File: src/jsc_pkg.sv
// Package for the jump search block with occurrence count.
// Holds field widths, request codes and the controller state type.
// No dependencies.
package jsc_pkg;

    localparam int CMD_W   = 2;
    localparam int VALUE_W = 32;
    localparam int INDEX_W = 10;
    localparam int OCC_W   = 11;

    typedef enum logic [CMD_W-1:0] {
        CMD_APPEND = 2'd0,
        CMD_SEARCH = 2'd1,
        CMD_CLEAR  = 2'd2
    } cmd_t;

    typedef enum logic [2:0] {
        ST_IDLE,
        ST_JUMP,
        ST_SCAN,
        ST_BACK,
        ST_FWD_START,
        ST_FWD,
        ST_DONE
    } state_t;

endpackage

File: src/jsc_req_if.sv
// Request channel: valid/ready handshake carrying command and value.
// Depends on jsc_pkg for field widths.
interface jsc_req_if;
    logic                                valid;
    logic                                ready;
    logic [jsc_pkg::CMD_W-1:0]           command;
    logic signed [jsc_pkg::VALUE_W-1:0]  value;

    modport source (output valid, output command, output value, input ready);
    modport sink   (input valid, input command, input value, output ready);
endinterface

File: src/jsc_rsp_if.sv
// Result channel: valid/ready handshake carrying the search outcome.
// Depends on jsc_pkg for field widths.
interface jsc_rsp_if;
    logic                          valid;
    logic                          ready;
    logic                          found;
    logic [jsc_pkg::INDEX_W-1:0]   first_index;
    logic [jsc_pkg::OCC_W-1:0]     occurrences;

    modport source (output valid, output found, output first_index, output occurrences,
                    input ready);
    modport sink   (input valid, input found, input first_index, input occurrences,
                    output ready);
endinterface

File: src/jsc_engine.sv
// Request decoder and search sequencer: table fill, jump walk, block scan and run count.
// Depends on jsc_pkg, jsc_req_if and jsc_rsp_if; drives the jsc_table ports.
module jsc_engine #(
    parameter int DEPTH = 1024,
    parameter int AW    = 10,
    parameter int CW    = 11
) (
    input  logic                               clk,
    input  logic                               rst_n,
    jsc_req_if.sink                            request,
    jsc_rsp_if.source                          result,
    output logic                               wr_en,
    output logic [AW-1:0]                      wr_addr,
    output logic signed [jsc_pkg::VALUE_W-1:0] wr_data,
    output logic                               rd_en,
    output logic [AW-1:0]                      rd_addr,
    input  logic signed [jsc_pkg::VALUE_W-1:0] rd_data
);

    localparam int LW = CW + 1;
    localparam int QW = CW + 2;

    jsc_pkg::state_t state_reg, state_next;

    logic [CW-1:0] count_reg, count_next;
    logic [CW-1:0] step_reg, step_next;
    logic [QW-1:0] sq_reg, sq_next;
    logic signed [jsc_pkg::VALUE_W-1:0] key_reg, key_next;
    logic [LW-1:0] lo_reg, lo_next;
    logic [LW-1:0] limit_reg, limit_next;
    logic [LW-1:0] ptr_reg, ptr_next;
    logic [CW-1:0] total_reg, total_next;
    logic          hit_reg, hit_next;

    logic                         out_valid_reg, out_valid_next;
    logic                         found_reg, found_next;
    logic [jsc_pkg::INDEX_W-1:0]  index_reg, index_next;
    logic [jsc_pkg::OCC_W-1:0]    occ_reg, occ_next;

    logic          accept;
    logic [LW-1:0] n_ext;
    logic [LW-1:0] stride;
    logic [LW-1:0] bound;
    logic [LW-1:0] new_limit;
    logic [LW-1:0] new_bound;
    logic [LW-1:0] rd_idx;

    assign request.ready = (state_reg == jsc_pkg::ST_IDLE);
    assign accept        = request.valid && request.ready;

    assign n_ext     = LW'(count_reg);
    assign stride    = LW'(step_reg);
    assign bound     = (limit_reg < n_ext) ? limit_reg : n_ext;
    assign new_limit = limit_reg + stride;
    assign new_bound = (new_limit < n_ext) ? new_limit : n_ext;

    assign rd_addr = rd_idx[AW-1:0];

    assign result.valid       = out_valid_reg;
    assign result.found       = found_reg;
    assign result.first_index = index_reg;
    assign result.occurrences = occ_reg;

    always_ff @(posedge clk or negedge rst_n)
    begin
        if (!rst_n)
        begin
            state_reg     <= jsc_pkg::ST_IDLE;
            count_reg     <= '0;
            step_reg      <= '0;
            sq_reg        <= QW'(1);
            out_valid_reg <= 1'b0;
        end
        else
        begin
            state_reg     <= state_next;
            count_reg     <= count_next;
            step_reg      <= step_next;
            sq_reg        <= sq_next;
            out_valid_reg <= out_valid_next;
        end
    end

    always_ff @(posedge clk)
    begin
        key_reg   <= key_next;
        lo_reg    <= lo_next;
        limit_reg <= limit_next;
        ptr_reg   <= ptr_next;
        total_reg <= total_next;
        hit_reg   <= hit_next;
        found_reg <= found_next;
        index_reg <= index_next;
        occ_reg   <= occ_next;
    end

    always_comb
    begin
        state_next     = state_reg;
        count_next     = count_reg;
        step_next      = step_reg;
        sq_next        = sq_reg;
        key_next       = key_reg;
        lo_next        = lo_reg;
        limit_next     = limit_reg;
        ptr_next       = ptr_reg;
        total_next     = total_reg;
        hit_next       = hit_reg;
        found_next     = found_reg;
        index_next     = index_reg;
        occ_next       = occ_reg;
        out_valid_next = out_valid_reg && !result.ready;
        wr_en          = 1'b0;
        wr_addr        = count_reg[AW-1:0];
        wr_data        = request.value;
        rd_en          = 1'b0;
        rd_idx         = '0;

        case (state_reg)
            jsc_pkg::ST_IDLE:
            begin
                if (accept)
                begin
                    case (request.command)
                        jsc_pkg::CMD_APPEND:
                        begin
                            // Drop the request once the table is full.
                            if (count_reg < CW'(DEPTH))
                            begin
                                wr_en      = 1'b1;
                                count_next = count_reg + CW'(1);
                                // Track floor(sqrt(count)) with (step+1)^2 kept in sq.
                                if (sq_reg <= QW'(count_reg) + QW'(1))
                                begin
                                    step_next = step_reg + CW'(1);
                                    sq_next   = sq_reg + {1'b0, step_reg, 1'b1} + QW'(2);
                                end
                            end
                        end
                        jsc_pkg::CMD_CLEAR:
                        begin
                            count_next = '0;
                            step_next  = '0;
                            sq_next    = QW'(1);
                        end
                        jsc_pkg::CMD_SEARCH:
                        begin
                            key_next   = request.value;
                            lo_next    = '0;
                            limit_next = stride;
                            hit_next   = 1'b0;
                            if (count_reg == '0)
                            begin
                                state_next = jsc_pkg::ST_DONE;
                            end
                            else
                            begin
                                // Fetch the last entry of the first block.
                                rd_en      = 1'b1;
                                rd_idx     = ((stride < n_ext) ? stride : n_ext) - LW'(1);
                                state_next = jsc_pkg::ST_JUMP;
                            end
                        end
                        default:
                        begin
                        end
                    endcase
                end
            end

            jsc_pkg::ST_JUMP:
            begin
                if (rd_data < key_reg)
                begin
                    lo_next    = limit_reg;
                    limit_next = new_limit;
                    if (limit_reg >= n_ext)
                    begin
                        state_next = jsc_pkg::ST_DONE;
                    end
                    else
                    begin
                        rd_en  = 1'b1;
                        rd_idx = new_bound - LW'(1);
                    end
                end
                else
                begin
                    rd_en      = 1'b1;
                    rd_idx     = lo_reg;
                    state_next = jsc_pkg::ST_SCAN;
                end
            end

            jsc_pkg::ST_SCAN:
            begin
                if (rd_data < key_reg)
                begin
                    lo_next = lo_reg + LW'(1);
                    if (lo_reg + LW'(1) == bound)
                    begin
                        state_next = jsc_pkg::ST_DONE;
                    end
                    else
                    begin
                        rd_en  = 1'b1;
                        rd_idx = lo_reg + LW'(1);
                    end
                end
                else if (rd_data != key_reg)
                begin
                    state_next = jsc_pkg::ST_DONE;
                end
                else
                begin
                    hit_next   = 1'b1;
                    total_next = CW'(1);
                    if (lo_reg != '0)
                    begin
                        rd_en      = 1'b1;
                        rd_idx     = lo_reg - LW'(1);
                        ptr_next   = lo_reg - LW'(1);
                        state_next = jsc_pkg::ST_BACK;
                    end
                    else
                    begin
                        state_next = jsc_pkg::ST_FWD_START;
                    end
                end
            end

            jsc_pkg::ST_BACK:
            begin
                if (rd_data == key_reg)
                begin
                    total_next = total_reg + CW'(1);
                    if (ptr_reg != '0)
                    begin
                        rd_en    = 1'b1;
                        rd_idx   = ptr_reg - LW'(1);
                        ptr_next = ptr_reg - LW'(1);
                    end
                    else
                    begin
                        state_next = jsc_pkg::ST_FWD_START;
                    end
                end
                else
                begin
                    state_next = jsc_pkg::ST_FWD_START;
                end
            end

            jsc_pkg::ST_FWD_START:
            begin
                ptr_next = lo_reg + LW'(1);
                if (lo_reg + LW'(1) < n_ext)
                begin
                    rd_en      = 1'b1;
                    rd_idx     = lo_reg + LW'(1);
                    state_next = jsc_pkg::ST_FWD;
                end
                else
                begin
                    state_next = jsc_pkg::ST_DONE;
                end
            end

            jsc_pkg::ST_FWD:
            begin
                if (rd_data == key_reg)
                begin
                    total_next = total_reg + CW'(1);
                    if (ptr_reg + LW'(1) < n_ext)
                    begin
                        rd_en    = 1'b1;
                        rd_idx   = ptr_reg + LW'(1);
                        ptr_next = ptr_reg + LW'(1);
                    end
                    else
                    begin
                        state_next = jsc_pkg::ST_DONE;
                    end
                end
                else
                begin
                    state_next = jsc_pkg::ST_DONE;
                end
            end

            jsc_pkg::ST_DONE:
            begin
                // Hold until the output register is free.
                if (!out_valid_reg || result.ready)
                begin
                    out_valid_next = 1'b1;
                    found_next     = hit_reg;
                    index_next     = hit_reg ? jsc_pkg::INDEX_W'(lo_reg) : '0;
                    occ_next       = hit_reg ? jsc_pkg::OCC_W'(total_reg) : '0;
                    state_next     = jsc_pkg::ST_IDLE;
                end
            end

            default:
            begin
                state_next = jsc_pkg::ST_IDLE;
            end
        endcase
    end

endmodule

File: src/flat_wrapper.sv
// flat-port wrapper written by rule: the top's interface ports become plain ports
module jsc_engine_flat 
#(
    parameter int DEPTH = 1024,
    parameter int AW    = 10,
    parameter int CW    = 11
)
  (clk, rst_n, wr_en, wr_addr, wr_data, rd_en, rd_addr, rd_data, request_valid, request_command, request_value, request_ready, result_valid, result_found, result_first_index, result_occurrences, result_ready);
  jsc_req_if request_i ();
  jsc_rsp_if result_i ();
  input  logic clk;
  input  logic rst_n;
  output logic wr_en;
  output logic [AW-1:0] wr_addr;
  output logic signed [jsc_pkg::VALUE_W-1:0] wr_data;
  output logic rd_en;
  output logic [AW-1:0] rd_addr;
  input  logic signed [jsc_pkg::VALUE_W-1:0] rd_data;
  input wire logic [$bits(request_i.valid)-1:0] request_valid;
  input wire logic [$bits(request_i.command)-1:0] request_command;
  input wire logic [$bits(request_i.value)-1:0] request_value;
  output wire logic [$bits(request_i.ready)-1:0] request_ready;
  output wire logic [$bits(result_i.valid)-1:0] result_valid;
  output wire logic [$bits(result_i.found)-1:0] result_found;
  output wire logic [$bits(result_i.first_index)-1:0] result_first_index;
  output wire logic [$bits(result_i.occurrences)-1:0] result_occurrences;
  input wire logic [$bits(result_i.ready)-1:0] result_ready;
  assign request_i.valid = request_valid;
  assign request_i.command = request_command;
  assign request_i.value = request_value;
  assign request_ready = request_i.ready;
  assign result_valid = result_i.valid;
  assign result_found = result_i.found;
  assign result_first_index = result_i.first_index;
  assign result_occurrences = result_i.occurrences;
  assign result_i.ready = result_ready;
  jsc_engine #(.DEPTH(DEPTH), .AW(AW), .CW(CW)) u_core (.clk(clk), .rst_n(rst_n), .request(request_i), .result(result_i), .wr_en(wr_en), .wr_addr(wr_addr), .wr_data(wr_data), .rd_en(rd_en), .rd_addr(rd_addr), .rd_data(rd_data));
endmodule
File: config.mk
export PLATFORM = sky130hd
export DESIGN_NAME = jsc_engine_flat
export DESIGN_NICKNAME = d
export VERILOG_FILES = /design/src/jsc_pkg.sv /design/src/jsc_req_if.sv /design/src/jsc_rsp_if.sv /design/src/jsc_engine.sv /design/src/flat_wrapper.sv
export SDC_FILE = /design/constraint.sdc
export NUM_CORES = 1
export LEC_CHECK = 0
export BUFFER_PORTS_ARGS = -buffer_cell sky130_fd_sc_hd__buf_2
export CORE_MARGIN = 8
export CORE_UTILIZATION = 60
export DETAILED_ROUTE_END_ITERATION = 8
export PLACE_DENSITY = 0.93
export SLEW_MARGIN = 20
export SYNTH_ARGS = -nofsm -noshare
export SYNTH_HDL_FRONTEND = slang
export SYNTH_SLANG_ARGS = --single-unit
File: constraint.sdc
create_clock -name clk -period 5.62 [get_ports clk]
set_clock_uncertainty 0.05 [all_clocks]
set_input_delay 0.281 -clock clk [delete_from_list [all_inputs] [get_ports clk]]
set_output_delay 0.281 -clock clk [all_outputs]
set_load 0.01 [all_outputs]
After elaboration in Yosys (flattened, before gate mapping) --
Cells that the tools add are included.
Operators by class: add/subtract/negate cells 13, multiply operators 0, divide/modulo/power cells 0, $lt $le $gt $ge 9, equal/unequal tests 30, shifts and indexed selects 0, multiplexer cells 89, bitwise gates (word level) 0, reduce and logical (&&, ||, !) cells 27
Operators by type and width (count):
- $mux 12 | 15
- $mux 10 | 16
- $mux 11 | 6
- $pmux 11 s2 | 3
- $pmux 10 s6 | 1
- $lt 12x11->1 | 4
- $pmux 12 s4 | 1
- $mux 3 | 14
- $pmux 12 s3 | 1
- $add 11x1->11 const B | 3
- $eq 32x32->1 | 1
- $lt 32x32->1 | 1
- $ne 32x32->1 | 1
- $mux 13 | 2
- $pmux 13 s2 | 1
- $add 12x1->12 const B | 2
- $mux 1 | 24
- $pmux 12 s2 | 1
- $reduce_bool 12->1 | 2
- $sub 12x1->12 const B | 2
- $ne 2x1->1 const B | 11
- $pmux 3 s7 | 1
- $sub 10x1->10 const B | 2
- $reduce_and 5->1 | 3
- other kinds (34) | 50
Storage, ports and cells: flip-flop bits (word level) 141, latch bits 0, RAM bits 0, ROM bits 0, output and inout port bits 78, memories 0

Depth between registers and ports, before layout --
word-level depth 7, depth in mapped cells 26, mapped depth without buffers 25

Worst setup path after synthesis --
Ideal clock, no wire load.
path type register -> output, start register u_core.step_reg[1], end output rd_addr[6], data arrival time 4.986 ns, data required time 5.289 ns, setup slack 0.303 ns, stages on the path, launching flop included 25, buffers on the path 2, path through dfrtp_1 -> clkbuf_1 -> inv_1 -> fa_1 -> nand2b_1 -> a211oi_1 -> o221ai_1 -> a21oi_1 -> xor2_1 -> ha_1 -> a2111oi_0 -> o21ai_0 -> a21oi_1 -> a2bb2oi_2 -> buf_2 -> nor2_1 -> a21oi_1 -> ha_1 -> nand2_1 -> nor3_1 -> nand2_1 -> xnor2_1 -> nand2_1 -> o21ai_0 -> o221ai_1
On the way: cells in the longest elaborated chain, start to end 7
Ends and longest elaborated chain:
- from (decl) | line jsc_engine.sv:26 | logic [CW-1:0] step_reg, step_next;
- from (signal assigned) | line jsc_engine.sv:78 | step_reg <= step_next;
- $add 12x11->12 or $lt 11x11->1 (tied branches) | line jsc_engine.sv:54, jsc_engine.sv:160
- $lt 12x11->1 or $mux 10 (tied branches) | line jsc_engine.sv:55, jsc_engine.sv:160
- $mux 10 or $sub 10x1->10 (tied branches) | line jsc_engine.sv:55, jsc_engine.sv:160
- $sub 10x1->10 or $mux 10 (tied branches) | line jsc_engine.sv:184, jsc_engine.sv:152
- $mux 10, on equally long branches | line jsc_engine.sv:177, jsc_engine.sv:124
- $mux 10, on equally long branches | line jsc_engine.sv:173, jsc_engine.sv:122
- $pmux 10 s6 (*) | line jsc_engine.sv:119 | case (state_reg)
- to (decl) | line flat_wrapper.sv:17 | output logic [AW-1:0] rd_addr;
Every way passes the cells marked *; elsewhere a longest branch is shown, timed or not.

Worst setup path in the final report --
start register u_core.step_reg[1], end output rd_addr[8]
Same word-level chain as after synthesis.

==> run_results.csv <==
group,metric,value,unit
run_status,outcome,"complete, but fails checks",
run_status,failed_checks,"DRC, hold timing",
global_route,grt_pass1_vias,11200,
route,wl_per_cell,22.9,µm
placed_design,io_buffers,147,
logic_synthesis,synthFlopType,"edfxtp_1",
global_route,met1_usage,0.382,
clock_network,numCtsBuffers,17,
logic_synthesis,async_flop_share,0.277,
layout,fin_cells,1770,
logic_synthesis,yosysMostFrequentCell,"ha_1",
sta,setup-tns-final,0,ps
sta,setup_slack,219,ps
logic_synthesis,synth.cell_area,12000,µm²
flow_run,drv_cap,0,
power_and_ir_drop,ir_drop,0.000296,V
clock_network,cts_tree,"built",
sta,fin_crit_sh,0.961,
layout,fin_nets,1698,
clock_network,root_buffer,"clkbuf_16",
setup_path,criticalPathCategory,"flip-flop to output port",
die,die_w,158,µm
global_route,grt_overflow_total,0,
die,row_count,52,
die,pin_count,148,
min_path,hp-class,"input pin to flip-flop",
clock_network,clk_pin_slew,70,ps
logic_synthesis,ys_top_cells_by_area,"edfxtp_1, ha_1, dfrtp_1, xnor2_1, nand2_1",
setup_path,critPathBufInv,2,
layout,final_util,0.695,
global_route,grt_pass1_wl,61.7,mm
logic_synthesis,synth-edff-count,102,
setup_path,required,5290,ps
clock_network,htreeDepth,4,
logic_synthesis,ys_warn_count,0,
logic_synthesis,yosys.area_share.simple,0.174,
setup_path,cp_max_fo,11,
setup_path,path_cells,"buf_4, ha_1, a211oi_2, o21ai_1, a21oi_2, o21bai_1, a21oi_1, xnor2_1, ha_1, a2111oi_4, o21ai_1, a21oi_1, a2bb2oi_2, nor2_1, a21oi_1, ha_2, nand2_2, nor3_4, nand4_1, xor2_1, nand2_1, o211ai_1, o2111ai_2, buf_2",
logic_synthesis,netlist_instances,1349,
logic_synthesis,synth-adder-area-share,0.149,
die,dieArea,24800,µm²
sta,fin_hold_ws,-2.32,ps
placed_design,dp_hpwl,28.8,mm
sta,maxSlewHeadroom,0.122,
clock_network,cts_num_sinks,141,
logic_synthesis,seq_area_frac_synth,0.336,
sta,min_period,5400,ps
global_route,grt_usage,0.324,
layout,drive_above_1_share,0.176,
layout,area_delta_synth_final,15.3,%
setup_path,crit_family,"compound AO/OA/AOI/OAI gates",
power_and_ir_drop,p_leak,0.00620,µW
route,drt.antenna.violating_nets,0,
logic_synthesis,ys_types,74,
die,core_area,20000,µm²
logic_synthesis,yosys.area.top_type_share,0.254,
logic_synthesis,synth_top_family_by_area,"simple AND/OR/NAND/NOR gates",
logic_synthesis,syn_nets,1561,
sta,tightest_slew,1300,ps
setup_path,path_common_cell,"a21oi_1",
logic_synthesis,synth_commonest_cells,"ha_1, nand2_1, nor2_1, edfxtp_1, inv_1",
clock_network,clock_path_buffers,2,
setup_path,crit_path_max_incr_delay,380,ps
setup_path,slowest_stage,"dfrtp_1",
route,viasPerCell,6.56,
placed_design,place_congestion,1.02,
sta,max_freq,185,MHz
die,die_y,158,µm
die,initial_core_util,0.603,
sta,hold_viol_final,2,
global_route,grt_max_degree,40,
placed_design,placed_cells,1700,
placed_design,place_ws,136,ps
setup_path,startpoint_type,"flip-flop",
setup_path,worstPathArrival,5070,ps
route,first_pass_iters,9,
logic_synthesis,ys_ff_latch,141,
global_route,antenna_found_initial,1,
logic_synthesis,muxShareOfSynthArea,0.0159,
route,drc,2,
logic_synthesis,avgSynthCellArea,8.92,µm²
clock_network,insertion_delay,450,ps
route,vias,11600,
logic_synthesis,synth_compound_area_frac,0.169,
route,drt_iter0_markers,1860,
sta,finalSetupViolCount,0,
route,wl,40.6,mm
setup_path,cp-end-kind,"output port",
power_and_ir_drop,power_density,457,nW/µm²
global_route,use_met3,0.0576,
global_route,grtUsageMet2,0.532,
global_route,grt_busiest_layer,"met2",
logic_synthesis,synthXorXnorAreaFrac,0.0808,
sta,report.final.slew_viol_count,0,
layout,largest_reg_flops,32,
logic_synthesis,yosysTopAreaCell,"edfxtp_1",
## where the power goes
group          total, µW  leakage, µW  switching, µW  internal, µW
clock network       1170     0.000295            492           676
registers           1850      0.00149            371          1480
logic               3320      0.00442           2050          1280
## metrics by stage
stage          area [µm²]  total power (µW)  hold slack (ps)
5_1_grt             13900              6640            -6.04
2_1_floorplan       12000              3960            -64.6
4_1_cts             13800              6120             2.19
3_5_place_dp        12800              4910              409
6_report            13900              6340            -2.32
3_3_place_gp        12800              4840              399
## path summary, 6_finish.rpt
kind	startpoint	to	slack, ps	cells after the start
worst min register to register	u_core.sq_reg[12]	u_core.sq_reg[12]	480	1
min in group asynchronous	rst_n	u_core.step_reg[6]	480	2
max in group asynchronous	rst_n	u_core.count_reg[8]	4360	2
worst max-delay path	u_core.step_reg[1]	rd_addr[8]	220	24
worst min-delay path	request_value[8]	u_core.key_reg[8]	-2	1
worst max register to register	u_core.count_reg[1]	u_core.step_reg[4]	1140	14
## layout by cell type (no fill, tap or decap), types with 17 or more instances in the layout
cell             n
buf_2          147
ha_1           136
nand2_1        130
nor2_1         103
edfxtp_1       102
inv_1           97
o21ai_0         79
a21oi_1         78
xnor2_1         70
nand3_1         47
buf_4           41
xor2_1          40
dfrtp_1         37
dlygate4sd3_1   27
nor3_1          24
and2_1          24
nand4_1         23
a21o_1          19
mux2i_1         18
clkbuf_16       17
## logic make-up after synthesis
family,count (synthesis)
and+or+nand+nor,434
muxes,19
DFF,141
AOI/OAI and AO/OA,308
xor gates and xnor gates,111
buffers and inverters,194
adders and majority gates,142
## final cells by class
type                    count  area, µm²
multi-input cells        1014       7230
fillers                  1457       6090
flip-flops and latches    141       4040
repair buffers            215       1310
clock buffers              19        443
inverters                  97        364
well taps                 270        338
clock inverters            13        151
diodes                      1       2.50
## what timing repair did
item	in CTS	in global routing
hold buffers	27	0
endpoints found under the hold margin	64	0
endpoints found under the setup margin	4	4
buffers inserted	4	6
resized for setup	11	17
pin swaps	8	15
## routing by layer
layer  vias up  routed length [µm]  part of all wire
li1       5097                   -                 -
met2       909               18800              0.46
met4         0                3100             0.076
met5         -                   0                 0
met3       249                4390              0.11
met1      5349               14300              0.35
Power figures use the tool's default switching activity.
